===== config.mk =====
export PLATFORM = sky130hd
export DESIGN_NAME = fir_df_queue
export DESIGN_NICKNAME = d
export VERILOG_FILES = /design/src/design/fir_df_pkg.sv /design/src/design/fir_df_queue.sv
export SDC_FILE = /design/constraint.sdc
export NUM_CORES = 1
export LEC_CHECK = 0
export BUFFER_PORTS_ARGS = -buffer_cell sky130_fd_sc_hd__clkbuf_2
export CORE_ASPECT_RATIO = 0.75
export CORE_UTILIZATION = 45
export DETAILED_ROUTE_END_ITERATION = 16
export GPL_TIMING_DRIVEN = 0
export PLACE_DENSITY = 0.69
export SYNTH_ARGS = -nofsm -noshare
export SYNTH_HDL_FRONTEND = slang
export SYNTH_SLANG_ARGS = --single-unit

===== constraint.sdc =====
create_clock -name aclk -period 2.9 [get_ports aclk]
set_input_delay 0.145 -clock aclk [delete_from_list [all_inputs] [get_ports aclk]]
set_output_delay 0.145 -clock aclk [all_outputs]
set_load 0.02 [all_outputs]

===== src/design/fir_df_pkg.sv =====
// Shared types and constants of the direct-form FIR filter.
package fir_df_pkg;

    // Fixed field widths of the stream and the register file
    localparam int COEF_IDX_W  = 10;
    localparam int NUM_TAPS_W  = 11;
    localparam int COEF_FRAC   = 16;

    // APB register map (register index = paddr[3:2])
    localparam int APB_ADDR_W  = 4;
    localparam int APB_DATA_W  = 32;
    localparam logic [1:0] REG_NUM_TAPS = 2'd0;
    localparam logic [NUM_TAPS_W-1:0] NUM_TAPS_RESET = 11'd1024;

    // Command queue between front and back
    localparam int QUEUE_DEPTH = 4;
    localparam int QUEUE_PTR_W = 2;
    localparam int QUEUE_CNT_W = 3;

    typedef enum logic {
        CMD_COEF   = 1'b0,
        CMD_SAMPLE = 1'b1
    } cmd_kind_t;

    typedef enum logic [2:0] {
        ST_IDLE,
        ST_START,
        ST_MAC,
        ST_ROUND,
        ST_OUT
    } back_state_t;

endpackage


===== src/design/fir_df_queue.sv =====
// Short command FIFO that decouples the input stage from the MAC engine.
module fir_df_queue #(
    parameter int DATA_W = 29
) (
    input  logic              aclk,
    input  logic              aresetn,
    input  logic              push_valid,
    output logic              push_ready,
    input  logic [DATA_W-1:0] push_data,
    output logic              pop_valid,
    input  logic              pop_ready,
    output logic [DATA_W-1:0] pop_data
);
    import fir_df_pkg::*;

    logic [DATA_W-1:0]      slot_reg [QUEUE_DEPTH];
    logic [QUEUE_PTR_W-1:0] wr_ptr_reg, wr_ptr_next;
    logic [QUEUE_PTR_W-1:0] rd_ptr_reg, rd_ptr_next;
    logic [QUEUE_CNT_W-1:0] count_reg, count_next;
    logic                   push;
    logic                   pop;

    always_comb begin
        push_ready  = (count_reg != QUEUE_CNT_W'(QUEUE_DEPTH));
        pop_valid   = (count_reg != '0);
        push        = push_valid && push_ready;
        pop         = pop_valid && pop_ready;
        wr_ptr_next = push ? wr_ptr_reg + 1'b1 : wr_ptr_reg;
        rd_ptr_next = pop ? rd_ptr_reg + 1'b1 : rd_ptr_reg;
        count_next  = count_reg;
        if (push && !pop) begin
            count_next = count_reg + 1'b1;
        end else if (pop && !push) begin
            count_next = count_reg - 1'b1;
        end
        pop_data = slot_reg[rd_ptr_reg];
    end

    always_ff @(posedge aclk) begin
        if (!aresetn) begin
            wr_ptr_reg <= '0;
            rd_ptr_reg <= '0;
            count_reg  <= '0;
        end else begin
            wr_ptr_reg <= wr_ptr_next;
            rd_ptr_reg <= rd_ptr_next;
            count_reg  <= count_next;
        end
    end

    always_ff @(posedge aclk) begin
        if (push) begin
            slot_reg[wr_ptr_reg] <= push_data;
        end
    end

endmodule


==> impl_metrics.tcl <==
set metrics [dict create \
    viasPerCell 5.00 \
    gr-total-overflow 0 \
    period_needed_ps 2300 \
    final-hold-violation-count 0 \
    dpl.hpwl_mm 4.56 \
    cp_data_arrival_time_ps 2640 \
    diodes 0 \
    final.setup.tns_ps 0 \
    firstDrtPassIters 4 \
    die_area_mm2 0.0108 \
    drive_gt1_share_pct 38.8 \
    min_period_over_period_pct 79.2 \
    die_y_um 90.2 \
    hp-class "primary input to register" \
    critPathBufInv 1 \
    cts_root_buffer "clkbuf_16" \
    syn_nets 238 \
    yosysSeqAreaShare_pct 78.4 \
    reg2reg_slack_ps 600 \
    grt_max_degree 30 \
    mostFrequentLayoutCell "edfxtp_1" \
    yosysUniqueCellTypes 25 \
    clkSlewWorstSetupHoldPaths_ps 50 \
    preCtsSetupSlack_ps 616 \
    antenna_found_initial 0 \
    cp_top_family "adder cells" \
    p_sw_mw 1.52 \
    final_cell_mix "116 x edfxtp_1, 62 x clkbuf_2, 29 x dlygate4sd3_1, 28 x mux4_2, 17 x clkbuf_16" \
    pwr-share-comb_pct 24.2 \
    via_count 2272 \
    fin_ws_ps 604 \
    setup_viol 0 \
    p_seq_share_pct 40.9 \
    max_freq_mhz 435 \
    max-cap-violations 0 \
    status "finished clean" \
    clk_path_buf_depth 2 \
    row_count 31 \
    cts_tree "done" \
    grt_use_total_pct 16.9 \
    io_pins 64 \
    start_util_pct 47.4 \
    layout.nets 348 \
    switching_share_pct 27.3 \
    p_int_mw 4.05 \
    ys_ff_latch 125 \
    critPathMaxStageDelay_ps 460 \
    start_kind "register" \
    synthFlopType "edfxtp_1" \
    required_ps 3250 \
    synthArstFlopShare_pct 0 \
    maxSlewHeadroom_pct 44.3 \
    tightest_slew_ps 836 \
    grt_pass1_vias 2512 \
    crit_path_cell_trace "nor2_1, a21boi_2, ha_1, inv_1, fa_1, xor2_1, or3_1, a21boi_0" \
    cts_sinks 125 \
    cts_buffers 17 \
    wirelength_mm 7.99 \
    cts.repair.resized 0 \
    synthesis.area_mm2 0.00467 \
    h-tree-depth 4 \
    endpoint_kind "register" \
    drv_slew 0 \
    synth_cells 199 \
    clkPwrFrac_pct 34.9 \
    p_leak_nw 2.11 \
    critPathKind "register to register" \
    drc 0 \
    synth_edf_count 116 \
    yosysTopAreaCell "edfxtp_1" \
    area_growth_pct 28.1 \
    core_area_mm2 0.00985 \
    gp_congestion 0.686 \
    grt_pass1_wl_mm 12.8 \
    yosysWarnings 0 \
    fillers 721 \
    yosys.area.top_type_share_pct 74.6 \
    ir_drop_mv 0.493 \
    skew_ps 12.1 \
    io_buffers 62 \
    die_w_um 120 \
    worstPathMaxFanout 7 \
    cpMaxStageDelayCell "dfxtp_1" \
    yosys-top-cells-area "edfxtp_1 75%, mux4_2 13%, dfxtp_1 3.9%, ha_1 1.3%, and2_1 1.1%" \
    largest_reg_flops 116 \
    synth.avg_cell_area_um2 23.5 \
    ant_nets 0 \
    powerDensity_mw_per_mm2 930 \
    rsz0062_at_grt "false" \
    clk-insertion-delay-late_ps 420 \
    avgRoutedWirePerCell_um 17.6 \
    drt_iter0_drc 99 \
    fin_util_pct 60.7 \
]
==> worst register-to-register path: cells and delay by family, from the launching register on <==
family,cells,cell delay [ps]
adder cells (fa/ha/maj),2,610
flip-flops,1,460
XOR/XNOR,1,190
AND/OR/NAND/NOR,2,420
buffers and inverters,1,60
AO/OA/AOI/OAI,2,490
==> through the flow <==
stage | hold WS [ps] | instance area, um2 | instances | total power, mW
after global routing | 184 | 5980 | 454 | 5.80
after CTS | 125 | 5980 | 454 | 5.64
after floorplan | 244 | 4670 | 199 | 3.26
after global placement | 361 | 5150 | 393 | 3.64
final | 132 | 5980 | 454 | 5.56
after detailed placement | 372 | 5150 | 393 | 3.66
==> cell usage after synthesis, types with 2 or more instances <==
master    number
buf_2          2
edfxtp_1     116
mux2i_1        3
nand2_1        5
mux4_2        28
dfxtp_1        9
or3_1          2
and2_1         8
xnor2_1        3
inv_1          3
ha_1           5
clkbuf_1       2
==> repair_timing <==
item,CTS,global route
hold buffers,29,0
setup buffers,0,0
hold endpoints to repair,116,0
==> routing by layer <==
metal  vias up  wire [um]  global-route usage [%]
met4         0        138                    9.06
met3        16        378                    5.84
li1       1047          -                       -
met1      1142       3470                    19.8
met5         -          0                       0
met2        67       4000                    27.3
==> power by group through the flow <==
stage	Clock (mW)	Combinational, mW	Sequential, mW
5_1_grt	2.05	1.46	2.30
4_1_cts	1.98	1.38	2.28
3_5_place_dp	0	1.35	2.31
6_report	1.94	1.35	2.27
2_1_floorplan	0	0.974	2.29
3_3_place_gp	0	1.33	2.31
==> cell type report <==
class                           count  area, um2  share of cell area, %
Inverter                            3       11.3                  0.188
Multi-Input combinational cell     64        946                   15.8
Sequential cell                   125       3660                   61.2
Clock inverter                     11        100                   1.67
Timing Repair Buffer               91        601                   10.0
Clock buffer                       21        440                   7.36
Tap cell                          132        165                   2.76
Buffer                              7       56.3                  0.941
==> kinds of logic (layout without fill, tap and decap cells) <==
kind of cell,count (synthesis),in the layout,synth area share (%)
multiplexers,32,32,14.7
buffers and inverters,10,133,1.45
adder cells (fa/ha/maj),6,6,1.77
AND/OR/NAND/NOR,17,17,1.96
XOR/XNOR,4,4,0.750
AO/OA/AOI/OAI,5,5,0.964
flip-flops,125,125,78.4
==> final timing paths <==
| path | startpoint | cells past startpoint | endpoint |
|---|---|---|---|
| max | count_reg[0] | 8 | count_reg[2] |
| min | aresetn | 2 | count_reg[2] |
| max reg2reg | count_reg[0] | 8 | count_reg[2] |
| min reg2reg | wr_ptr_reg[1] | 2 | wr_ptr_reg[1] |
Power figures use the tool's default switching activity.
