File: src/design/fir_df_pkg.sv
// Shared types and constants of the direct-form FIR filter.
package fir_df_pkg;

    // Fixed field widths of the stream and the register file
    localparam int COEF_IDX_W  = 10;
    localparam int NUM_TAPS_W  = 11;
    localparam int COEF_FRAC   = 16;

    // APB register map (register index = paddr[3:2])
    localparam int APB_ADDR_W  = 4;
    localparam int APB_DATA_W  = 32;
    localparam logic [1:0] REG_NUM_TAPS = 2'd0;
    localparam logic [NUM_TAPS_W-1:0] NUM_TAPS_RESET = 11'd1024;

    // Command queue between front and back
    localparam int QUEUE_DEPTH = 4;
    localparam int QUEUE_PTR_W = 2;
    localparam int QUEUE_CNT_W = 3;

    typedef enum logic {
        CMD_COEF   = 1'b0,
        CMD_SAMPLE = 1'b1
    } cmd_kind_t;

    typedef enum logic [2:0] {
        ST_IDLE,
        ST_START,
        ST_MAC,
        ST_ROUND,
        ST_OUT
    } back_state_t;

endpackage

File: src/design/fir_df_front.sv
// Input stage: accepts stream transfers, drops out-of-range coefficient writes, packs commands.
module fir_df_front #(
    parameter int MAX_TAPS    = 1024,
    parameter int SAMPLE_BITS = 16,
    parameter int COEF_BITS   = 18,
    parameter int TDATA_W     = 48,
    parameter int VAL_W       = 18,
    parameter int CMD_W       = 29
) (
    input  logic               aclk,
    input  logic               aresetn,
    input  logic               s_tvalid,
    output logic               s_tready,
    input  logic [TDATA_W-1:0] s_tdata,
    input  logic [0:0]         s_tuser,
    output logic               cmd_valid,
    input  logic               cmd_ready,
    output logic [CMD_W-1:0]   cmd_data
);
    import fir_df_pkg::*;

    logic                  hold_valid_reg, hold_valid_next;
    logic [CMD_W-1:0]      hold_data_reg;
    logic                  accept;
    logic                  keep;
    cmd_kind_t             kind;
    logic [COEF_IDX_W-1:0] idx;
    logic [COEF_BITS-1:0]  coef;
    logic [SAMPLE_BITS-1:0] sample;
    logic [VAL_W-1:0]      val;

    always_comb begin
        kind   = cmd_kind_t'(s_tuser);
        idx    = s_tdata[COEF_IDX_W-1:0];
        coef   = s_tdata[COEF_IDX_W +: COEF_BITS];
        sample = s_tdata[COEF_IDX_W+COEF_BITS +: SAMPLE_BITS];
        val    = (kind == CMD_SAMPLE) ? VAL_W'(sample) : VAL_W'(coef);
        // drop coefficient writes that land beyond the store
        keep   = (kind == CMD_SAMPLE) || (32'(idx) < MAX_TAPS);
        s_tready = !hold_valid_reg || cmd_ready;
        accept = s_tvalid && s_tready;
        if (accept && keep) begin
            hold_valid_next = 1'b1;
        end else if (cmd_ready) begin
            hold_valid_next = 1'b0;
        end else begin
            hold_valid_next = hold_valid_reg;
        end
    end

    always_ff @(posedge aclk) begin
        if (!aresetn) begin
            hold_valid_reg <= 1'b0;
        end else begin
            hold_valid_reg <= hold_valid_next;
        end
    end

    always_ff @(posedge aclk) begin
        if (accept && keep) begin
            hold_data_reg <= {kind, idx, val};
        end
    end

    assign cmd_valid = hold_valid_reg;
    assign cmd_data  = hold_data_reg;

endmodule

File: config.mk
export PLATFORM = sky130hd
export DESIGN_NAME = fir_df_front
export DESIGN_NICKNAME = d
export VERILOG_FILES = /design/src/design/fir_df_pkg.sv /design/src/design/fir_df_front.sv
export SDC_FILE = /design/constraint.sdc
export NUM_CORES = 1
export LEC_CHECK = 0
export ABC_AREA = 1
export BUFFER_PORTS_ARGS = -buffer_cell sky130_fd_sc_hd__buf_2
export CAP_MARGIN = 10
export CORE_UTILIZATION = 42
export CTS_CLUSTER_DIAMETER = 60
export DETAILED_ROUTE_END_ITERATION = 8
export PLACE_DENSITY = 0.83
export SLEW_MARGIN = 20
export SYNTH_ARGS = -nofsm -noshare
export SYNTH_HDL_FRONTEND = slang
export SYNTH_SLANG_ARGS = --single-unit
File: constraint.sdc
create_clock -name aclk -period 4.2 [get_ports aclk]
set_input_delay 0.21 -clock aclk [delete_from_list [all_inputs] [get_ports aclk]]
set_output_delay 0.21 -clock aclk [all_outputs]
set_load 0.02 [all_outputs]
==> flow_summary.ini, run 1 <==
[placement]
post-place-ws_ps = 3060
dp_hpwl_um = 1750
dpl_cell_area_sq_um = 1580
place_congestion = 0.602
io_buffers = 79

[timing]
slew_headroom_pct = 69.3
setup_viol = 0
min_period_over_period_pct = 27.3
fmax_ghz = 0.872
tns_ps = 0
worstMarginPinSlew_ps = 460
layout_setup_ws_ps = 3050
rsz0062_at_grt = false
finalHoldViolations = 0
layout_min_cycle_time_ps = 1150
skew_ps = 1.30
slew_viol_final = 0

[drt]
route.detailed.drc = 0
vias_per_cell = 4.34
routed_wl_um = 2260
vias = 889
drtIter0Drc = 3
ant_nets = 0
wl_per_cell_um = 11.0
first_pass_iters = 4

[global_routing]
grt_first_pass_wirelength_um = 3010
grt_pass1_vias = 687
track_usage_pct = 15.3
grt_overflow = 0
grt_max_degree = 36
antenna_found_initial = 0

[synth]
syn-cell-area_sq_um = 1150
ys_types = 9
avgSynthCellArea_sq_um = 12.6
syn_inst = 91
yosys.area.top_type = edfxtp_1
ys_seq_area_share_pct = 77.4
synth_nets = 144
ys_ff_latch = 30
synthTopCellsByArea = edfxtp_1, o21ai_0, inv_1, nand2_1, dfxtp_1
yosys_warnings = 0
synth_top_area_share_pct = 75.7

[worst_hold_path]
holdPathEnd = cmd_data[18]
hold_depth = 1
hold_class = in2reg
hold_start = s_tdata[0]

[worst_setup_path]
slowest_stage = dfxtp_1
ff2ff_path_depth = 2
cp_max_fo = 29
critPathRequiredTime_ps = 4180
slowest_delay_ps = 340
critPathKind = reg2reg
start_kind = flop
worst-path-buf-inv = 1
cp_cell_sequence = a21oi_2, buf_4
arrival_ps = 1120
endpoint_kind = flop
reg2reg_to = cmd_data[8]
cp_num_cells = 2
cp_top_family = flip-flops
r2r_start = cmd_valid
r2r_setup_slack_ps = 3050

[floorplan]
die_w_um = 54.4
num_rows = 18
top_level_ports = 84
die_area_sq_um = 2950
start_util_pct = 45.6
die_h_um = 54.4
core-area_sq_um = 2520

[clock_tree]
clk_pin_slew_ps = 80
htreeDepth = 2
clockBufferDepth = 2
postCtsSetupBuffers = 0
ctsRootBufferMaster = clkbuf_4
cts-hold-fix-buffers = 0
clk_latency_ps = 300
cts_tree = yes
cts_made_buffers = 5
cts_sinks = 30
cts.repair.resized = 0

[pwr]
vdd_drop_max_mv = 0.227
power_density_nw_per_um2 = 365
p_leak_nw = 0.811

[final_layout]
final_cell_mix = buf_2, edfxtp_1, inv_1
multi_input_area_sq_um = 165
final_area_sq_um = 1620
drive_above_1_share_pct = 49.1
syn2layout_area_growth_pct = 40.8
n_antenna_cell = 0
layout_commonest_cell = buf_2
n_fill_cell = 191
regArea_sq_um = 891
fin_nets = 228

[job]
max_cap_violations = 0

[outcome]
status = finished clean
==> cell type report <==
type | count | share of cell area (%)
clock buffers | 7 | 2.78
inverters | 21 | 4.86
multi-input cells | 37 | 10.2
flip-flops and latches | 30 | 55.0
well taps | 30 | 2.32
repair buffers | 80 | 24.9
==> metal layers <==
| metal | GRT usage [%] | vias up | wire (um) |
|---|---|---|---|
| li1 | - | 466 | - |
| met1 | 15.1 | 367 | 853 |
| met2 | 27.0 | 54 | 1110 |
| met3 | 5.83 | 2 | 264 |
| met4 | 8.97 | 0 | 27 |
| met5 | 0 | - | 0 |
==> registers in the layout, indices dropped and copies added, names as in the netlist <==
name,count
cmd_data,29
cmd_valid,1
==> power by group <==
group | switching [mW] | internal [mW] | total [mW]
sequential | 0.00461 | 0.352 | 0.356
combinational | 0.0548 | 0.0349 | 0.0896
clock | 0.0816 | 0.0630 | 0.145
==> cells in the mapped netlist, drive strengths merged <==
library cell / count
dfxtp: 1
nor2: 2
o21ai: 16
inv: 21
nand2: 17
a21oi: 2
buf: 3
edfxtp: 29
==> worst register-to-register path, stage by stage (launching register included) <==
cell and delay, ps:
dfxtp_1 340, a21oi_2 130, buf_4 340
==> worst max path at each step <==
stage,start,to
2_1_floorplan,cmd_valid,cmd_data[0]
3_3_place_gp,cmd_ready,cmd_data[4]
3_5_place_dp,cmd_ready,cmd_data[7]
4_1_cts,cmd_valid,cmd_data[5]
5_1_grt,cmd_valid,cmd_data[22]
6_report,cmd_valid,cmd_data[8]
==> metrics by stage <==
| step | utilization, % | total power, mW | instances | hold WS [ps] |
|---|---|---|---|---|
| floorplan | - | 0.411 | 91 | 309 |
| global placement | 62.5 | 0.451 | 198 | 388 |
| detailed placement | 62.5 | 0.454 | 198 | 391 |
| CTS | 64.2 | 0.597 | 205 | 70.2 |
| global route | 64.2 | 0.625 | 205 | 51.4 |
| finish | 64.2 | 0.591 | 205 | 77.3 |
==> logic make-up (layout without fill, tap and decap cells) <==
kind of cell           Yosys count  after routing  share of synthesized area, %
buffers and inverters           24            108                          8.59
AOI/OAI and AO/OA               18             18                          7.83
and+or+nand+nor                 19             19                          6.20
DFF                             30             30                          77.4
(Power assumes the default switching activity.)
==> inputs of run 2 (changes only) <==
--- a/config.mk
+++ b/config.mk
@@ -8,10 +8,10 @@
 export ABC_AREA = 1
 export BUFFER_PORTS_ARGS = -buffer_cell sky130_fd_sc_hd__buf_2
 export CAP_MARGIN = 10
-export CORE_UTILIZATION = 42
+export CORE_UTILIZATION = 35
 export CTS_CLUSTER_DIAMETER = 60
 export DETAILED_ROUTE_END_ITERATION = 8
-export PLACE_DENSITY = 0.83
+export PLACE_DENSITY = 0.74
 export SLEW_MARGIN = 20
 export SYNTH_ARGS = -nofsm -noshare
 export SYNTH_HDL_FRONTEND = slang
==> constraint.sdc (replaced) <==
create_clock -name aclk -period 1 [get_ports aclk]
set_input_delay 0.05 -clock aclk [delete_from_list [all_inputs] [get_ports aclk]]
set_output_delay 0.05 -clock aclk [all_outputs]
set_load 0.02 [all_outputs]
==> flow_summary.ini, run 2 (synthesis results as in run 1) <==
[pwr]
vdd_drop_max_mv = 0.611
p_leak_nw = 0.896
fin_total_pwr_mw = 2.60
power_density_nw_per_um2 = 1410

[worst_setup_path]
crit_path_start = cmd_valid
reg2reg_to = cmd_data[24]
slowest_delay_ps = 370
r2r_start = cmd_valid
start_kind = flop
cp_top_family = flip-flops
cp_cell_sequence = a21oi_4, buf_12
arrival_ps = 1030
ff2ff_path_depth = 2
cp_num_cells = 2
critPathRequiredTime_ps = 1020
crit_end = cmd_data[24]
slowest_stage = dfxtp_4
worst-path-buf-inv = 1
cp_max_fo = 29
r2r_setup_slack_ps = -10
critPathKind = reg2reg
endpoint_kind = flop

[timing]
worstMarginPinSlew_ps = 502
layout_setup_ws_ps = -10.1
slew_viol_final = 0
slew_headroom_pct = 66.6
finalHoldViolations = 0
finalHoldWorstSlack_ps = 11.8
fmax_ghz = 0.990
tns_ps = -166
min_period_over_period_pct = 101
layout_min_cycle_time_ps = 1010
rsz0062_at_grt = true
setup_viol = 23
skew_ps = 4.64

[placement]
dpl_cell_area_sq_um = 1620
place_inst = 212
place_congestion = 0.635
post-place-ws_ps = 4.08
dp_hpwl_um = 1740
io_buffers = 79

[final_layout]
final_area_sq_um = 1840
regArea_sq_um = 895
layout_commonest_cell = buf_2
fin_nets = 245
n_antenna_cell = 0
instances_no_fill = 237
multi_input_area_sq_um = 173
final_cell_mix = buf_2, edfxtp_1, inv_1
utilization_pct = 59.9
largest_register_ffs = 29
n_fill_cell = 261
syn2layout_area_growth_pct = 60.1
drive_above_1_share_pct = 45.6

[drt]
routed_wl_um = 2800
drtIter0Drc = 11
first_pass_iters = 4
vias = 1003
wl_per_cell_um = 11.8
route.detailed.drc = 0
vias_per_cell = 4.23
ant_nets = 0

[global_routing]
antenna_found_initial = 0
grt_overflow = 0
track_usage_pct = 17.2
grt_max_degree = 36
grt_pass1_vias = 1002
grt_first_pass_wirelength_um = 4190

[floorplan]
core-area_sq_um = 3080
top_level_ports = 84
die_area_sq_um = 3520
die_w_um = 59.4
num_rows = 20
start_util_pct = 37.4
die_h_um = 59.4

[clock_tree]
cts_sinks = 30
clk_pin_slew_ps = 90
clk_latency_ps = 320
clockBufferDepth = 2
cts_made_buffers = 5
htreeDepth = 2
cts_tree = yes
ctsRootBufferMaster = clkbuf_4

[outcome]
status = finished, violations left
failed_checks = negative setup slack

[job]
max_cap_violations = 0

[worst_hold_path]
hold_depth = 3
hold_class = in2reg
==> run 2: worst reg2reg max path, cell delays in order, from the launching register on <==
cell,delay (ps)
dfxtp_4,370
a21oi_4,140
buf_12,200
==> run 2: worst min-delay path by stage <==
| stage | to | from | slack (ps) |
|---|---|---|---|
| 6_report | cmd_data[0] | s_tdata[28] | 10 |
| 5_1_grt | cmd_data[0] | s_tdata[28] | 0.2 |
| 4_1_cts | cmd_data[4] | s_tdata[32] | 2 |
| 3_5_place_dp | cmd_data[26] | s_tdata[8] | 230 |
| 3_3_place_gp | cmd_data[22] | s_tdata[4] | 230 |
| 2_1_floorplan | cmd_data[18] | s_tdata[0] | 150 |
==> run 2: area by class of cell <==
class                   count  share of cell area, %
flip-flops and latches     30                   48.5
repair buffers             97                   32.1
multi-input cells          37                   9.37
inverters                  21                   4.28
well taps                  44                   2.99
clock buffers               6                   2.24
clock inverters             2                  0.475
==> run 2: repair_timing <==
action	4_1_cts	5_1_grt
gates resized for setup	1	1
buffers inserted	0	0
hold buffers	16	1
endpoints found under the setup margin	30	30
endpoints found under the hold margin	16	1
==> run 2: layer usage <==
layer | up-vias | GRT usage, % | routed length, um
met5 | - | 0 | 0
met4 | 0 | 11.2 | 55
met3 | 4 | 6.77 | 255
met2 | 59 | 31.1 | 1500
met1 | 439 | 15.7 | 988
li1 | 501 | - | -
==> run 2: power breakdown <==
part	total [mW]	switching, mW	leakage, nW	internal [mW]
Sequential	1.50	0.0218	0.292	1.48
Clock	0.651	0.388	0.0297	0.264
Combinational	0.446	0.246	0.574	0.200
Total	2.60	0.656	0.896	1.94
==> inputs of run 3 (changes only) <==
--- a/config.mk
+++ b/config.mk
@@ -8,10 +8,11 @@
 export ABC_AREA = 1
 export BUFFER_PORTS_ARGS = -buffer_cell sky130_fd_sc_hd__buf_2
 export CAP_MARGIN = 10
+export CORE_MARGIN = 4
 export CORE_UTILIZATION = 35
 export CTS_CLUSTER_DIAMETER = 60
 export DETAILED_ROUTE_END_ITERATION = 8
-export PLACE_DENSITY = 0.74
+export PLACE_DENSITY = 0.73
 export SLEW_MARGIN = 20
 export SYNTH_ARGS = -nofsm -noshare
 export SYNTH_HDL_FRONTEND = slang
==> constraint.sdc (replaced) <==
create_clock -name aclk -period 1 [get_ports aclk]
set_input_delay 0.05 -clock aclk [delete_from_list [all_inputs] [get_ports aclk]]
set_output_delay 0.05 -clock aclk [all_outputs]
set_load 0.1 [all_outputs]
==> flow_summary.ini, run 3 (synthesis results as in run 1) <==
[worst_setup_path]
critPathRequiredTime_ps = 1040
arrival_ps = 1150
start_kind = flop
r2r_setup_slack_ps = -110
cp_num_cells = 3
r2r_start = cmd_valid
crit_path_start = cmd_valid
worst-path-buf-inv = 2
endpoint_kind = flop
critPathKind = reg2reg
ff2ff_path_depth = 3
slowest_delay_ps = 350
cp_max_fo = 22
cp_cell_sequence = buf_4, a21oi_4, buf_12
reg2reg_to = cmd_data[4]
slowest_stage = dfxtp_4
cp_top_family = flip-flops
crit_end = cmd_data[4]

[global_routing]
grt_pass1_vias = 1133
grt_max_degree = 36
antenna_found_initial = 0
grt_overflow = 0
track_usage_pct = 19.2
grt_first_pass_wirelength_um = 5820

[outcome]
status = finished, violations left
failed_checks = negative setup slack

[drt]
route.detailed.drc = 0
first_pass_iters = 4
wl_per_cell_um = 14.8
vias = 1118
ant_nets = 0
vias_per_cell = 4.45
drtIter0Drc = 57
routed_wl_um = 3730

[final_layout]
instances_no_fill = 251
final_area_sq_um = 2440
final_cell_mix = buf_2, buf_12, edfxtp_1
n_fill_cell = 182
n_antenna_cell = 0
drive_above_1_share_pct = 45.9
fin_nets = 259
regArea_sq_um = 895
layout_commonest_cell = buf_2
multi_input_area_sq_um = 184
syn2layout_area_growth_pct = 112
utilization_pct = 78.8
largest_register_ffs = 29

[timing]
skew_ps = 9.77
layout_setup_ws_ps = -110
finalHoldViolations = 0
rsz0062_at_grt = true
min_period_over_period_pct = 111
setup_viol = 48
slew_headroom_pct = 66.1
worstMarginPinSlew_ps = 509
layout_min_cycle_time_ps = 1110
fmax_ghz = 0.901
slew_viol_final = 0

[floorplan]
top_level_ports = 84
start_util_pct = 37.1
die_area_sq_um = 4270
die_h_um = 65.4
num_rows = 20
core-area_sq_um = 3100
die_w_um = 65.4

[clock_tree]
clk_latency_ps = 340
cts_made_buffers = 5
cts_sinks = 30
clockBufferDepth = 2
cts_tree = yes
ctsRootBufferMaster = clkbuf_4
htreeDepth = 2
clk_pin_slew_ps = 80

[pwr]
power_density_nw_per_um2 = 1420
vdd_drop_max_mv = 0.731
fin_total_pwr_mw = 3.48
p_leak_nw = 1.13

[worst_hold_path]
hold_depth = 3
hold_class = in2reg

[placement]
place_inst = 214
dpl_cell_area_sq_um = 2100
place_congestion = 0.770
io_buffers = 79
dp_hpwl_um = 2310

[job]
max_cap_violations = 0
## run 3: final cells by class
cell class / count / area share, %
clock buffers: 6 / 1.69
well taps: 44 / 2.25
multi-input cells: 37 / 7.52
repair buffers: 111 / 48.4
clock inverters: 2 / 0.358
inverters: 21 / 3.22
flip-flops and latches: 30 / 36.6
## run 3: repair_timing
item,CTS,global route
endpoints found under the setup margin,31,60
hold buffers,25,1
setup buffers,2,1
resized for setup,2,1
hold endpoints to repair,25,1
## run 3: worst min-delay path by stage
| stage | startpoint | to | slack, ps |
|---|---|---|---|
| after detailed placement | s_tdata[5] | cmd_data[23] | 230 |
| after global routing | s_tvalid | cmd_valid | 30 |
| after floorplan | s_tdata[0] | cmd_data[18] | 150 |
| after CTS | s_tdata[41] | cmd_data[13] | 0.4 |
| final | s_tvalid | cmd_valid | 30 |
| after global placement | s_tdata[2] | cmd_data[20] | 230 |
## run 3: metrics by stage
stage               worst slack (ps)  TNS [ps]  hold slack (ps)
finish                          -110     -3270             25.7
global route                    -146     -5660             25.7
CTS                             -112     -3830            0.413
detailed placement              18.3         0              228
global placement                24.8         0              228
floorplan                       -416    -12280              149
## run 3: worst min-delay path: cells and delay by family
family / cells / cell delay, ps
AOI/OAI and AO/OA: 1 / 130
buffers and inverters: 2 / 140
## run 3: layer usage
layer / routed length [um] / track usage, % / up-vias
met5: 0 / 0 / -
met4: 44 / 7.77 / 0
met3: 394 / 9.74 / 5
met2: 1920 / 32.6 / 59
met1: 1370 / 20.1 / 524
li1: - / - / 530
## run 3: report_power, final
part / leakage, nW / switching [mW] / internal, mW
logic: 0.807 / 0.766 / 0.483
registers: 0.292 / 0.0683 / 1.48
clock network: 0.0297 / 0.414 / 0.263
total: 1.13 / 1.25 / 2.23
